[src/design/lcm_pkg.sv]
// Package for the link connection manager core.
// Holds opcodes, frame kinds, protocol constants; no dependencies.
package lcm_pkg;

   localparam logic [2:0] OP_RX_FRAME = 3'd0;
   localparam logic [2:0] OP_TICK     = 3'd1;
   localparam logic [2:0] OP_SEND     = 3'd2;
   localparam logic [2:0] OP_TX_SLOT  = 3'd3;
   localparam logic [2:0] OP_LINK_LOST = 3'd4;

   localparam logic [1:0] KIND_ACK  = 2'd0;
   localparam logic [1:0] KIND_DISC = 2'd1;
   localparam logic [1:0] KIND_REQ  = 2'd2;
   localparam logic [1:0] KIND_DATA = 2'd3;

   localparam logic [2:0] FRAME_ACK     = 3'd0;
   localparam logic [2:0] FRAME_DISC    = 3'd1;
   localparam logic [2:0] FRAME_REQ     = 3'd2;
   localparam logic [2:0] FRAME_PAYLOAD = 3'd3;

   localparam logic [10:0] SUB_OLD_REQ = 11'd0;
   localparam logic [10:0] SUB_NEW_REQ = 11'd1;
   localparam logic [10:0] SUB_CONFIRM = 11'd4;

   localparam logic [2:0] CSR_BLOCK_ACTIVE = 3'd0;
   localparam logic [2:0] CSR_CONNECT_OK   = 3'd1;
   localparam logic [2:0] CSR_IDLE_TICKS   = 3'd2;
   localparam logic [2:0] CSR_RETRY_BASE   = 3'd3;
   localparam logic [2:0] CSR_RETRY_EXTRA  = 3'd4;

   localparam logic [1:0] STAT_OK      = 2'd0;
   localparam logic [1:0] STAT_INACTIVE = 2'd1;
   localparam logic [1:0] STAT_NO_CONN = 2'd2;
   localparam logic [1:0] STAT_FULL    = 2'd3;

   localparam logic [3:0] RETRIES_REQ  = 4'd4;
   localparam logic [3:0] RETRIES_DATA = 4'd8;
   localparam logic [10:0] SEQ_MOD_OLD = 11'd8;

   localparam logic [15:0] IDLE_TICKS_RST = 16'd6000;
   localparam logic [15:0] RETRY_BASE_RST = 16'd20;

endpackage

[src/design/link_connection_manager_core.sv]
// Link connection manager core: top level, single module.
// Depends on lcm_pkg; holds the transmit window in two small synchronous memories.
//
// One transaction is taken when start is high and busy is low. Its result
// appears for one cycle on rsp_strobe, which the receiver cannot stall.
// Most transactions pass, after acceptance, through the execute, finish
// and result steps. A received ack while data awaits an ack walks the
// window through the memory read port, with a read state and a check
// state per slot. A transmit slot that sends data reads the memory once,
// through a read state and an output state. Busy stays high from
// acceptance until the result cycle begins, so the next transaction can
// be accepted at the edge that ends the result cycle.
module link_connection_manager_core #(
   parameter int WINDOW_NEW  = 5,
   parameter int SEQ_MOD_NEW = 2048,
   parameter int TAG_BITS    = 16
) (
   input  logic                clock,
   input  logic                reset,
   input  logic                start,
   output logic                busy,
   input  logic [2:0]          req_op,
   input  logic [2:0]          req_frame_type,
   input  logic [10:0]         req_frame_seq,
   input  logic                req_magic_present,
   input  logic [31:0]         req_frame_magic,
   input  logic [TAG_BITS-1:0] req_payload_tag,
   input  logic                csr_write,
   input  logic [2:0]          csr_index,
   input  logic [15:0]         csr_data,
   output logic                rsp_strobe,
   output logic                rsp_tx_valid,
   output logic [1:0]          rsp_tx_type,
   output logic [10:0]         rsp_tx_seq,
   output logic [31:0]         rsp_tx_magic,
   output logic [TAG_BITS-1:0] rsp_tx_tag,
   output logic                rsp_rx_valid,
   output logic [TAG_BITS-1:0] rsp_rx_tag,
   output logic                rsp_connected,
   output logic                rsp_new_style,
   output logic [2:0]          rsp_window_free,
   output logic [1:0]          rsp_status,
   output logic                rsp_baud_step
);

   localparam int WSLOTS = WINDOW_NEW + 1;
   localparam int PW     = $clog2(WSLOTS) < 1 ? 1 : $clog2(WSLOTS);
   localparam int SEQW   = $clog2(SEQ_MOD_NEW);
   localparam int WFW    = $clog2(WINDOW_NEW + 1) < 3 ? 3 : $clog2(WINDOW_NEW + 1);

   typedef enum logic [2:0] {
      ST_IDLE, ST_REQ, ST_ACK, ST_DATA, ST_DATA_ACK
   } proto_type;

   typedef enum logic [2:0] {
      SQ_IDLE, SQ_EXEC, SQ_SCAN_RD, SQ_SCAN_CHK, SQ_TX_RD, SQ_TX_OUT, SQ_DONE
   } seq_type;

   // configuration
   logic        active_ff, conn_ok_ff;
   logic [15:0] idle_ticks_ff, retry_base_ff, retry_extra_ff;

   // protocol state
   proto_type   proto_ff;
   logic        peer_new_ff, link_up_ff, timer_run_ff, ctrl_pend_ff;
   logic [31:0] deadline_ff, tick_ff, magic_ff;
   logic [3:0]  retries_ff;
   logic [10:0] send_seq_ff, recv_seq_ff, ctrl_seq_ff;
   logic [1:0]  ctrl_kind_ff;
   logic [PW-1:0] head_ff, tail_ff, next_ff;

   // captured transaction
   logic [2:0]  op_ff, ftype_ff;
   logic [10:0] fseq_ff;
   logic        fmag_ok_ff;
   logic [31:0] fmagic_ff;
   logic [TAG_BITS-1:0] tag_ff;

   // scan state
   logic [PW-1:0] scan_p_ff;
   logic [PW:0]   scan_n_ff;
   logic          passed_ff;

   seq_type sq_ff;

   // window memories
   logic [10:0]         win_seq_mem [WSLOTS];
   logic [TAG_BITS-1:0] win_tag_mem [WSLOTS];
   logic [PW-1:0]       rd_addr;
   logic [10:0]         rd_seq_ff;
   logic [TAG_BITS-1:0] rd_tag_ff;
   logic                wr_en;
   logic [PW-1:0]       wr_addr;
   logic [10:0]         wr_seq;

   // result registers
   logic        o_strobe_ff, o_txv_ff, o_rxv_ff, o_baud_ff;
   logic [1:0]  o_txt_ff, o_stat_ff;
   logic [10:0] o_txs_ff;
   logic [31:0] o_txm_ff;
   logic [TAG_BITS-1:0] o_txtag_ff, o_rxtag_ff;

   function automatic logic [PW-1:0] win_inc(input logic [PW-1:0] p);
      logic [PW-1:0] r;
      r = (p == PW'(WSLOTS - 1)) ? '0 : p + 1'b1;
      return r;
   endfunction

   function automatic logic [10:0] seq_inc(input logic [10:0] s, input logic nw);
      logic [11:0] t;
      logic [10:0] r;
      t = {1'b0, s} + 12'd1;
      if (nw) r = (t[10:0] == 11'(SEQ_MOD_NEW - 1) + 11'd1 || t == 12'(SEQ_MOD_NEW))
                  ? 11'd0 : t[10:0];
      else    r = (t[2:0] == 3'd0) ? 11'd0 : {8'd0, t[2:0]};
      if (nw && SEQW < 11) r = r & 11'((1 << SEQW) - 1);
      return r;
   endfunction

   function automatic logic [WFW-1:0] win_free(input logic up, input logic nw,
         input logic [PW-1:0] h, input logic [PW-1:0] t);
      logic [PW:0] used;
      logic [PW:0] cap;
      logic [WFW-1:0] r;
      used = (h >= t) ? {1'b0, h} - {1'b0, t} : {1'b0, h} + (PW+1)'(WSLOTS) - {1'b0, t};
      cap  = nw ? (PW+1)'(WINDOW_NEW) : (PW+1)'(1);
      if (!up || used >= cap) r = '0;
      else if (cap - used > 7) r = WFW'(7);
      else r = WFW'(cap - used);
      return r;
   endfunction

   assign busy = (sq_ff != SQ_IDLE);

   // window memory read address
   always_comb begin
      rd_addr = win_inc(next_ff);
      if (sq_ff == SQ_SCAN_RD || sq_ff == SQ_SCAN_CHK) rd_addr = win_inc(scan_p_ff);
   end

   // window memories: one write, one registered read
   always_ff @(posedge clock) begin
      if (wr_en) begin
         win_seq_mem[wr_addr] <= wr_seq;
         win_tag_mem[wr_addr] <= tag_ff;
      end
      rd_seq_ff <= win_seq_mem[rd_addr];
      rd_tag_ff <= win_tag_mem[rd_addr];
   end

   // configuration writes
   always_ff @(posedge clock) begin
      if (reset) begin
         active_ff      <= 1'b0;
         conn_ok_ff     <= 1'b0;
         idle_ticks_ff  <= lcm_pkg::IDLE_TICKS_RST;
         retry_base_ff  <= lcm_pkg::RETRY_BASE_RST;
         retry_extra_ff <= '0;
      end else if (csr_write) begin
         case (csr_index)
            lcm_pkg::CSR_BLOCK_ACTIVE: active_ff <= csr_data[0];
            lcm_pkg::CSR_CONNECT_OK:   conn_ok_ff <= csr_data[0];
            lcm_pkg::CSR_IDLE_TICKS:   idle_ticks_ff <= csr_data;
            lcm_pkg::CSR_RETRY_BASE:   retry_base_ff <= csr_data;
            lcm_pkg::CSR_RETRY_EXTRA:  retry_extra_ff <= csr_data;
            default: ;
         endcase
      end
   end

   // next-state logic for the protocol engine
   proto_type   proto_in;
   logic        peer_new_in, link_up_in, timer_run_in, ctrl_pend_in;
   logic [31:0] deadline_in, tick_in, magic_in;
   logic [3:0]  retries_in;
   logic [10:0] send_seq_in, recv_seq_in, ctrl_seq_in;
   logic [1:0]  ctrl_kind_in;
   logic [PW-1:0] head_in, tail_in, next_in, scan_p_in;
   logic [PW:0]   scan_n_in;
   logic          passed_in;
   seq_type       sq_in;
   logic        o_strobe_in, o_txv_in, o_rxv_in, o_baud_in;
   logic [1:0]  o_txt_in, o_stat_in;
   logic [10:0] o_txs_in;
   logic [31:0] o_txm_in;
   logic [TAG_BITS-1:0] o_txtag_in, o_rxtag_in;
   logic [31:0] tick_nx, diff, retry_dl, idle_dl;
   logic        sub_ok, do_reset, do_queue, do_idle_t, do_retry_t;
   logic [1:0]  q_kind;
   logic [10:0] q_seq, nseq;
   logic [PW-1:0] p_nx;

   always_comb begin
      proto_in = proto_ff; peer_new_in = peer_new_ff; link_up_in = link_up_ff;
      timer_run_in = timer_run_ff; ctrl_pend_in = ctrl_pend_ff;
      deadline_in = deadline_ff; tick_in = tick_ff; magic_in = magic_ff;
      retries_in = retries_ff; send_seq_in = send_seq_ff; recv_seq_in = recv_seq_ff;
      ctrl_seq_in = ctrl_seq_ff; ctrl_kind_in = ctrl_kind_ff;
      head_in = head_ff; tail_in = tail_ff; next_in = next_ff;
      scan_p_in = scan_p_ff; scan_n_in = scan_n_ff; passed_in = passed_ff;
      sq_in = sq_ff;
      o_strobe_in = 1'b0; o_txv_in = o_txv_ff; o_rxv_in = o_rxv_ff; o_baud_in = o_baud_ff;
      o_txt_in = o_txt_ff; o_stat_in = o_stat_ff; o_txs_in = o_txs_ff;
      o_txm_in = o_txm_ff; o_txtag_in = o_txtag_ff; o_rxtag_in = o_rxtag_ff;
      wr_en = 1'b0; wr_addr = win_inc(head_ff); wr_seq = seq_inc(send_seq_ff, peer_new_ff);
      do_reset = 1'b0; do_queue = 1'b0; do_idle_t = 1'b0; do_retry_t = 1'b0;
      q_kind = lcm_pkg::KIND_ACK; q_seq = '0;
      tick_nx = tick_ff + 32'd1;
      diff = tick_nx - deadline_ff;
      nseq = seq_inc(recv_seq_ff, peer_new_ff);
      p_nx = win_inc(scan_p_ff);
      sub_ok = (fseq_ff == lcm_pkg::SUB_OLD_REQ) || (fseq_ff == lcm_pkg::SUB_NEW_REQ) ||
               (fseq_ff == lcm_pkg::SUB_CONFIRM);

      case (sq_ff)
         SQ_IDLE: begin
            if (start) sq_in = SQ_EXEC;
         end
         SQ_EXEC: begin
            o_txv_in = 1'b0; o_txt_in = '0; o_txs_in = '0; o_txm_in = '0;
            o_txtag_in = '0; o_rxv_in = 1'b0; o_rxtag_in = '0; o_baud_in = 1'b0;
            o_stat_in = lcm_pkg::STAT_OK;
            sq_in = SQ_DONE;
            if (!active_ff) begin
               o_stat_in = lcm_pkg::STAT_INACTIVE;
            end else begin
               case (op_ff)
                  lcm_pkg::OP_RX_FRAME: begin
                     case (ftype_ff)
                        lcm_pkg::FRAME_ACK: begin
                           if (proto_ff == ST_REQ || proto_ff == ST_ACK) begin
                              if (conn_ok_ff) begin
                                 send_seq_in = fseq_ff; recv_seq_in = '0;
                                 do_idle_t = 1'b1; proto_in = ST_DATA; link_up_in = 1'b1;
                              end
                           end else if (proto_ff == ST_DATA_ACK) begin
                              scan_p_in = tail_ff; scan_n_in = '0; passed_in = 1'b0;
                              sq_in = SQ_SCAN_RD;
                           end
                        end
                        lcm_pkg::FRAME_DISC: begin
                           if (proto_ff != ST_IDLE) do_reset = 1'b1;
                        end
                        lcm_pkg::FRAME_REQ: begin
                           if (sub_ok) begin
                              if (proto_ff == ST_DATA || proto_ff == ST_DATA_ACK) begin
                                 do_reset = 1'b1;
                              end else if (conn_ok_ff) begin
                                 if (fseq_ff == lcm_pkg::SUB_OLD_REQ && proto_ff != ST_IDLE
                                    || fseq_ff == lcm_pkg::SUB_CONFIRM && proto_ff == ST_ACK
                                       && fmag_ok_ff && fmagic_ff != magic_ff) begin
                                    peer_new_in = (fseq_ff == lcm_pkg::SUB_CONFIRM);
                                    send_seq_in = '0; recv_seq_in = '0;
                                    do_queue = 1'b1; do_idle_t = 1'b1;
                                    proto_in = ST_DATA; link_up_in = 1'b1;
                                 end else if (fseq_ff != lcm_pkg::SUB_CONFIRM) begin
                                    peer_new_in = (fseq_ff == lcm_pkg::SUB_NEW_REQ);
                                    do_queue = 1'b1; q_kind = lcm_pkg::KIND_REQ;
                                    q_seq = lcm_pkg::SUB_CONFIRM; do_retry_t = 1'b1;
                                    retries_in = lcm_pkg::RETRIES_REQ; proto_in = ST_ACK;
                                 end
                              end
                           end
                        end
                        lcm_pkg::FRAME_PAYLOAD: begin
                           if (proto_ff == ST_DATA || proto_ff == ST_DATA_ACK) begin
                              do_queue = 1'b1;
                              q_seq = recv_seq_ff;
                              if (fseq_ff == nseq) begin
                                 recv_seq_in = fseq_ff; q_seq = fseq_ff;
                                 o_rxv_in = 1'b1; o_rxtag_in = tag_ff;
                                 if (proto_ff == ST_DATA) do_idle_t = 1'b1;
                                 else do_retry_t = 1'b1;
                              end
                           end
                        end
                        default: ;
                     endcase
                  end
                  lcm_pkg::OP_TICK: begin
                     tick_in = tick_nx;
                     if (timer_run_ff && diff != 32'd0 && !diff[31]) begin
                        timer_run_in = 1'b0;
                        case (proto_ff)
                           ST_IDLE: begin
                              if (conn_ok_ff) begin
                                 do_queue = 1'b1; q_kind = lcm_pkg::KIND_REQ;
                                 q_seq = lcm_pkg::SUB_NEW_REQ; do_retry_t = 1'b1;
                                 proto_in = ST_REQ;
                              end
                           end
                           ST_REQ: begin
                              if (conn_ok_ff) begin
                                 o_baud_in = 1'b1;
                                 do_queue = 1'b1; q_kind = lcm_pkg::KIND_REQ;
                                 q_seq = lcm_pkg::SUB_NEW_REQ; do_retry_t = 1'b1;
                              end else do_reset = 1'b1;
                           end
                           ST_ACK: begin
                              if (conn_ok_ff) retries_in = retries_ff - 4'd1;
                              if (conn_ok_ff && retries_ff != 4'd1) begin
                                 do_queue = 1'b1; q_kind = lcm_pkg::KIND_REQ;
                                 q_seq = lcm_pkg::SUB_CONFIRM; do_retry_t = 1'b1;
                              end else do_reset = 1'b1;
                           end
                           ST_DATA: begin
                              do_queue = 1'b1; q_kind = lcm_pkg::KIND_DISC;
                              do_reset = 1'b1;
                           end
                           default: begin
                              retries_in = retries_ff - 4'd1;
                              if (retries_ff != 4'd1) begin
                                 next_in = tail_ff; do_retry_t = 1'b1;
                              end else begin
                                 do_queue = 1'b1; q_kind = lcm_pkg::KIND_DISC;
                                 do_reset = 1'b1;
                              end
                           end
                        endcase
                     end
                  end
                  lcm_pkg::OP_SEND: begin
                     if (!link_up_ff) o_stat_in = lcm_pkg::STAT_NO_CONN;
                     else if (win_free(link_up_ff, peer_new_ff, head_ff, tail_ff) == '0)
                        o_stat_in = lcm_pkg::STAT_FULL;
                     else begin
                        send_seq_in = wr_seq;
                        head_in = wr_addr;
                        wr_en = 1'b1;
                        do_retry_t = 1'b1;
                        retries_in = lcm_pkg::RETRIES_DATA;
                        proto_in = ST_DATA_ACK;
                     end
                  end
                  lcm_pkg::OP_TX_SLOT: begin
                     if (ctrl_pend_ff) begin
                        ctrl_pend_in = 1'b0;
                        o_txv_in = 1'b1; o_txt_in = ctrl_kind_ff; o_txs_in = ctrl_seq_ff;
                        if (ctrl_kind_ff == lcm_pkg::KIND_REQ && ctrl_seq_ff == lcm_pkg::SUB_CONFIRM)
                           o_txm_in = magic_ff;
                     end else if (next_ff != head_ff) begin
                        sq_in = SQ_TX_RD;
                     end
                  end
                  lcm_pkg::OP_LINK_LOST: begin
                     ctrl_pend_in = 1'b0;
                     do_reset = 1'b1;
                  end
                  default: ;
               endcase
            end
         end
         SQ_SCAN_RD: begin
            // memory read of slot after scan_p is in flight
            if (scan_p_ff == head_ff || scan_n_ff == (PW+1)'(WSLOTS)) begin
               sq_in = SQ_DONE;
               if (tail_ff == head_ff) begin proto_in = ST_DATA; do_idle_t = 1'b1; end
               else do_retry_t = 1'b1;
            end else sq_in = SQ_SCAN_CHK;
         end
         SQ_SCAN_CHK: begin
            if (scan_p_ff == next_ff) passed_in = 1'b1;
            if (fseq_ff == rd_seq_ff) begin
               tail_in = p_nx;
               if (scan_p_ff == next_ff || passed_ff) next_in = p_nx;
            end
            scan_p_in = p_nx;
            scan_n_in = scan_n_ff + 1'b1;
            sq_in = SQ_SCAN_RD;
         end
         SQ_TX_RD: begin
            sq_in = SQ_TX_OUT;
         end
         SQ_TX_OUT: begin
            next_in = win_inc(next_ff);
            o_txv_in = 1'b1; o_txt_in = lcm_pkg::KIND_DATA;
            o_txs_in = rd_seq_ff; o_txtag_in = rd_tag_ff;
            sq_in = SQ_DONE;
         end
         SQ_DONE: begin
            o_strobe_in = 1'b1;
            sq_in = SQ_IDLE;
         end
         default: sq_in = SQ_IDLE;
      endcase

      // shared actions
      if (do_queue) begin
         ctrl_kind_in = q_kind; ctrl_seq_in = q_seq; ctrl_pend_in = 1'b1;
      end
      idle_dl  = tick_in + {16'd0, idle_ticks_ff};
      retry_dl = tick_in + {16'd0, retry_base_ff} +
                 ((link_up_ff && !do_reset) || (do_reset && link_up_ff) ?
                  {16'd0, retry_extra_ff} : 32'd0);
      if (do_idle_t) begin deadline_in = idle_dl; timer_run_in = 1'b1; end
      if (do_retry_t) begin deadline_in = retry_dl; timer_run_in = 1'b1; end
      if (do_reset) begin
         proto_in = ST_IDLE; peer_new_in = 1'b0;
         deadline_in = retry_dl; timer_run_in = 1'b1;
         send_seq_in = '0; recv_seq_in = '0;
         head_in = '0; tail_in = '0; next_in = '0;
         magic_in = tick_in; link_up_in = 1'b0;
      end
   end

   // state and result registers
   always_ff @(posedge clock) begin
      if (reset) begin
         sq_ff <= SQ_IDLE;
         proto_ff <= ST_IDLE; peer_new_ff <= 1'b0; link_up_ff <= 1'b0;
         timer_run_ff <= 1'b1; ctrl_pend_ff <= 1'b0;
         deadline_ff <= {16'd0, lcm_pkg::RETRY_BASE_RST};
         tick_ff <= '0; magic_ff <= '0; retries_ff <= '0;
         send_seq_ff <= '0; recv_seq_ff <= '0; ctrl_seq_ff <= '0; ctrl_kind_ff <= '0;
         head_ff <= '0; tail_ff <= '0; next_ff <= '0;
         scan_p_ff <= '0; scan_n_ff <= '0; passed_ff <= 1'b0;
         o_strobe_ff <= 1'b0;
      end else begin
         sq_ff <= sq_in;
         proto_ff <= proto_in; peer_new_ff <= peer_new_in; link_up_ff <= link_up_in;
         timer_run_ff <= timer_run_in; ctrl_pend_ff <= ctrl_pend_in;
         deadline_ff <= deadline_in; tick_ff <= tick_in; magic_ff <= magic_in;
         retries_ff <= retries_in;
         send_seq_ff <= send_seq_in; recv_seq_ff <= recv_seq_in;
         ctrl_seq_ff <= ctrl_seq_in; ctrl_kind_ff <= ctrl_kind_in;
         head_ff <= head_in; tail_ff <= tail_in; next_ff <= next_in;
         scan_p_ff <= scan_p_in; scan_n_ff <= scan_n_in; passed_ff <= passed_in;
         o_strobe_ff <= o_strobe_in;
      end
   end

   // capture transaction and hold result payload
   always_ff @(posedge clock) begin
      if (sq_ff == SQ_IDLE && start) begin
         op_ff <= req_op; ftype_ff <= req_frame_type; fseq_ff <= req_frame_seq;
         fmag_ok_ff <= req_magic_present; fmagic_ff <= req_frame_magic;
         tag_ff <= req_payload_tag;
      end
      o_txv_ff <= o_txv_in; o_rxv_ff <= o_rxv_in; o_baud_ff <= o_baud_in;
      o_txt_ff <= o_txt_in; o_stat_ff <= o_stat_in; o_txs_ff <= o_txs_in;
      o_txm_ff <= o_txm_in; o_txtag_ff <= o_txtag_in; o_rxtag_ff <= o_rxtag_in;
   end

   logic [WFW-1:0] wf;
   assign wf = win_free(link_up_ff, peer_new_ff, head_ff, tail_ff);

   assign rsp_strobe      = o_strobe_ff;
   assign rsp_tx_valid    = o_txv_ff;
   assign rsp_tx_type     = o_txt_ff;
   assign rsp_tx_seq      = o_txs_ff;
   assign rsp_tx_magic    = o_txm_ff;
   assign rsp_tx_tag      = o_txtag_ff;
   assign rsp_rx_valid    = o_rxv_ff;
   assign rsp_rx_tag      = o_rxtag_ff;
   assign rsp_connected   = link_up_ff;
   assign rsp_new_style   = peer_new_ff;
   assign rsp_window_free = wf[2:0];
   assign rsp_status      = o_stat_ff;
   assign rsp_baud_step   = o_baud_ff;

endmodule
[config.mk]
export PLATFORM = sky130hd
export DESIGN_NAME = link_connection_manager_core
export DESIGN_NICKNAME = d
export VERILOG_FILES = /design/src/design/lcm_pkg.sv /design/src/design/link_connection_manager_core.sv
export SDC_FILE = /design/constraint.sdc
export NUM_CORES = 1
export LEC_CHECK = 0
export ABC_AREA = 1
export BUFFER_PORTS_ARGS = -buffer_cell sky130_fd_sc_hd__buf_2
export CORE_ASPECT_RATIO = 0.75
export CORE_MARGIN = 1.5
export CORE_UTILIZATION = 62
export DETAILED_ROUTE_END_ITERATION = 12
export GPL_TIMING_DRIVEN = 0
export HOLD_SLACK_MARGIN = 0.05
export PLACE_DENSITY = 0.84
export SKIP_CTS_REPAIR_TIMING = 1
export SYNTH_ARGS = -nofsm -noshare
export SYNTH_HDL_FRONTEND = slang
export SYNTH_SLANG_ARGS = --single-unit
[constraint.sdc]
create_clock -name clock -period 7.6 [get_ports clock]
set_input_delay 0.76 -clock clock [delete_from_list [all_inputs] [get_ports clock]]
set_output_delay 0.76 -clock clock [all_outputs]
set_load 0.1 [all_outputs]
==> metrics.txt <==
total of max-cap violations=0; Async SR Flop Fraction=0%; ys flop type=edfxtp_1; WL final=between 80000 and 90000 µm; routability congestion estimate=approximately 1.0; final worst slack=0.724 ns; slowest CP cell=fa_1; final worst clock skew=around 0.060 ns; critical path data required time=about 8.2 ns; drt pass-1 iters=6; first-iteration detailed-routing DRC count=roughly 3600; n_diodes=0; Clk pwr share=between 20% and 30%; VDD IR max=~0.00037 V; Die Area=48400 µm²; CP Capture Type=register; clock buffer count from CTS=52; hold slack=0.274 ns; proportion of layout cells with a drive suffix above 1=9.32%; post-detail-place hpwl=64000 µm; Core Region=46200 µm²; Synth area leader=edfxtp_1; Comb power frac=a little under a third; Net Sw Frac=39.3%; vias in the first global route=approximately 23000; Max-slew headroom=between 20 and 30%; Vias=25900; Sink Count=550; commonest non-fill, non-tap cell in the layout=nand2_1; Layout area overhead=12.6%; GR Overflow Total=0; chip height=around 190 µm; global-route usage over all layers=35.5%; Core Rows=between 60 and 70; CP max FO=10; setup violators final=0; Switching Power=approximately 3.6 mW; buffer levels on the longest clock path=3; outcome=finished, final reports clean; post-synth top area share=31.9%; largest stage delay on the critical path=0.50 ns; H-tree depth=2; Yosys Warn Count=0; post-layout util=between 70% and 80%; Final Cell Area=between 30000 and 40000 µm²; Setup WS pre-CTS=-0.0416 ns; register bit total from synthesis=550; Mapped Nets=3819; Fin. Hold Viols=0; max-slew violations=0; TritonCTS clock tree=done; commonest cells after routing, fill and taps aside=751 x nand2_1, 585 x inv_1, 450 x nor2_1; Post-synth EDFFs=slightly above 300; Antenna Nets Post-Route=0; IO Pins=approximately 180; DR DRC count=0; Die X=253 µm; wire per inst=18.9 µm; final period utilization=90.5%; Syn Area/Cell=a little over 8 µm²; P_int=between 5 and 6 mW; crit path DAT=around 7.4 ns; fin nets=approximately 4100; pin count of the biggest net entering global routing=34; CTS clk-pin slew, worst paths=around 0.070 ns; first-pass GRT wire length=roughly 130000 µm; vias per cell=roughly 5.7; Worst Reg-to-Reg Cells=29; Skew-Pair Late Insertion Delay=about 0.65 ns; mapped cell area=between 20000 and 30000 µm²; antenna violations before repair=2; Startpoint Class=register; dominant cells by area after synthesis=edfxtp_1 32%, dfxtp_1 16%, nand2_1 9.7%; min Tclk post-route=roughly 6.9 ns; Starting Density=63.1%; WHS Path Cells=1; Worst Hold Class=in -> reg; Clk Tree Root Cell=clkbuf_16; Seq pwr share=a little over 40%; sequential-to-total area share from yosys stat=around 48%; I/O Buffers=177; placed inst area=31100 µm²; Pleak=roughly 15 nW; RSZ-0062 raised after global routing=no; critical path class=reg -> reg; Syn Inst Count=~3600; Fmax=~0.15 GHz; Netlist cell types=58; Worst-Margin Slew=1.07 ns; total power divided by cell area=around 280 nW/µm²
## through the flow
step           total power, mW  instances  setup TNS [ns]
6_report                  9.26       4546               0
5_1_grt                   9.60       4546               0
4_1_cts                   9.18       4544          -0.100
3_5_place_dp              6.56       4447         -0.0416
3_3_place_gp              6.52       4433          -39.00
2_1_floorplan             5.85       3626               0
## routing by layer
| layer | global-route usage, % | vias up | routed length (µm) |
|---|---|---|---|
| met5 | 0 | - | 23 |
| met4 | 8.64 | 4 | 1840 |
| met1 | 54.4 | 12000 | 37100 |
| met3 | 8.42 | 140 | 12200 |
| li1 | - | 12300 | - |
| met2 | 50.2 | 1551 | 34800 |
## area by class of cell
type / instances / area, µm²
inverter: 603 / 2260
timing repair buffer: 192 / 1090
clock inverter: 34 / 325
tap: 630 / 788
sequential: 550 / 14100
clock buffer: 63 / 1410
multi-input combinational: 2363 / 12400
buffer: 111 / 490
fill: 3555 / 13300
## cells in the mapped netlist, types with 4 or more instances
master	count
nand2_1	751
inv_1	585
nor2_1	455
edfxtp_1	310
dfxtp_1	240
a21oi_1	239
o21ai_0	193
nand3_1	180
clkbuf_1	84
ha_1	81
xor2_1	72
nor3_1	55
a211oi_1	40
nand4_1	40
xnor2_1	39
o211ai_1	36
o31ai_1	31
fa_1	23
or2_2	19
nor4_1	17
o21ai_1	16
buf_2	13
inv_2	13
nand3b_1	11
buf_6	7
nor2_4	7
buf_1	5
clkinv_1	5
a31oi_1	4
and2_1	4
nor2_2	4
o21a_1	4
o21bai_1	4
## power by group through the flow
stage	Combinational, mW	Sequential [mW]	Clock, mW
2_1_floorplan	1.24	4.61	0
3_3_place_gp	2.64	3.88	0
3_5_place_dp	2.71	3.84	0
4_1_cts	2.73	3.79	2.66
5_1_grt	2.98	3.83	2.78
6_report	2.79	3.81	2.66
## registers in the layout, summed over array words and instances, names as in the netlist, 32 cells and up
register,flops
win_seq_mem,66
tick_ff,32
deadline_ff,32
fmagic_ff,32
win_tag_mem,96
magic_ff,32
rsp_tx_magic,32
## critical path, delay by kind of cell, from the launching register on
kind / cells / cell delay, ns
adders and majority gates: 3 / 1.05
DFF: 1 / 0.46
AOI/OAI and AO/OA: 5 / 1.44
xor gates and xnor gates: 1 / 0.11
and+or+nand+nor: 12 / 2.31
buffers and inverters: 8 / 1.41
## final timing paths
kind / start / slack [ns] / endpoint
min reg2reg: idle_ticks_ff[9] / 0.47 / idle_ticks_ff[9]
min: req_payload_tag[12] / 0.27 / tag_ff[12]
max: op_ff[1] / 0.72 / deadline_ff[31]
max reg2reg: op_ff[1] / 0.72 / deadline_ff[31]
## logic make-up (layout without fill, tap and decap cells)
family / Yosys count / count (layout) / synth area share (%)
flip-flops: 550 / 550 / 48.4
AO/OA/AOI/OAI: 585 / 585 / 11.2
AND/OR/NAND/NOR: 1561 / 1562 / 22.5
XOR/XNOR: 112 / 112 / 3.39
adder cells (fa/ha/maj): 104 / 104 / 5.05
buffers and inverters: 714 / 1003 / 9.44
(Power assumes the default switching activity.)
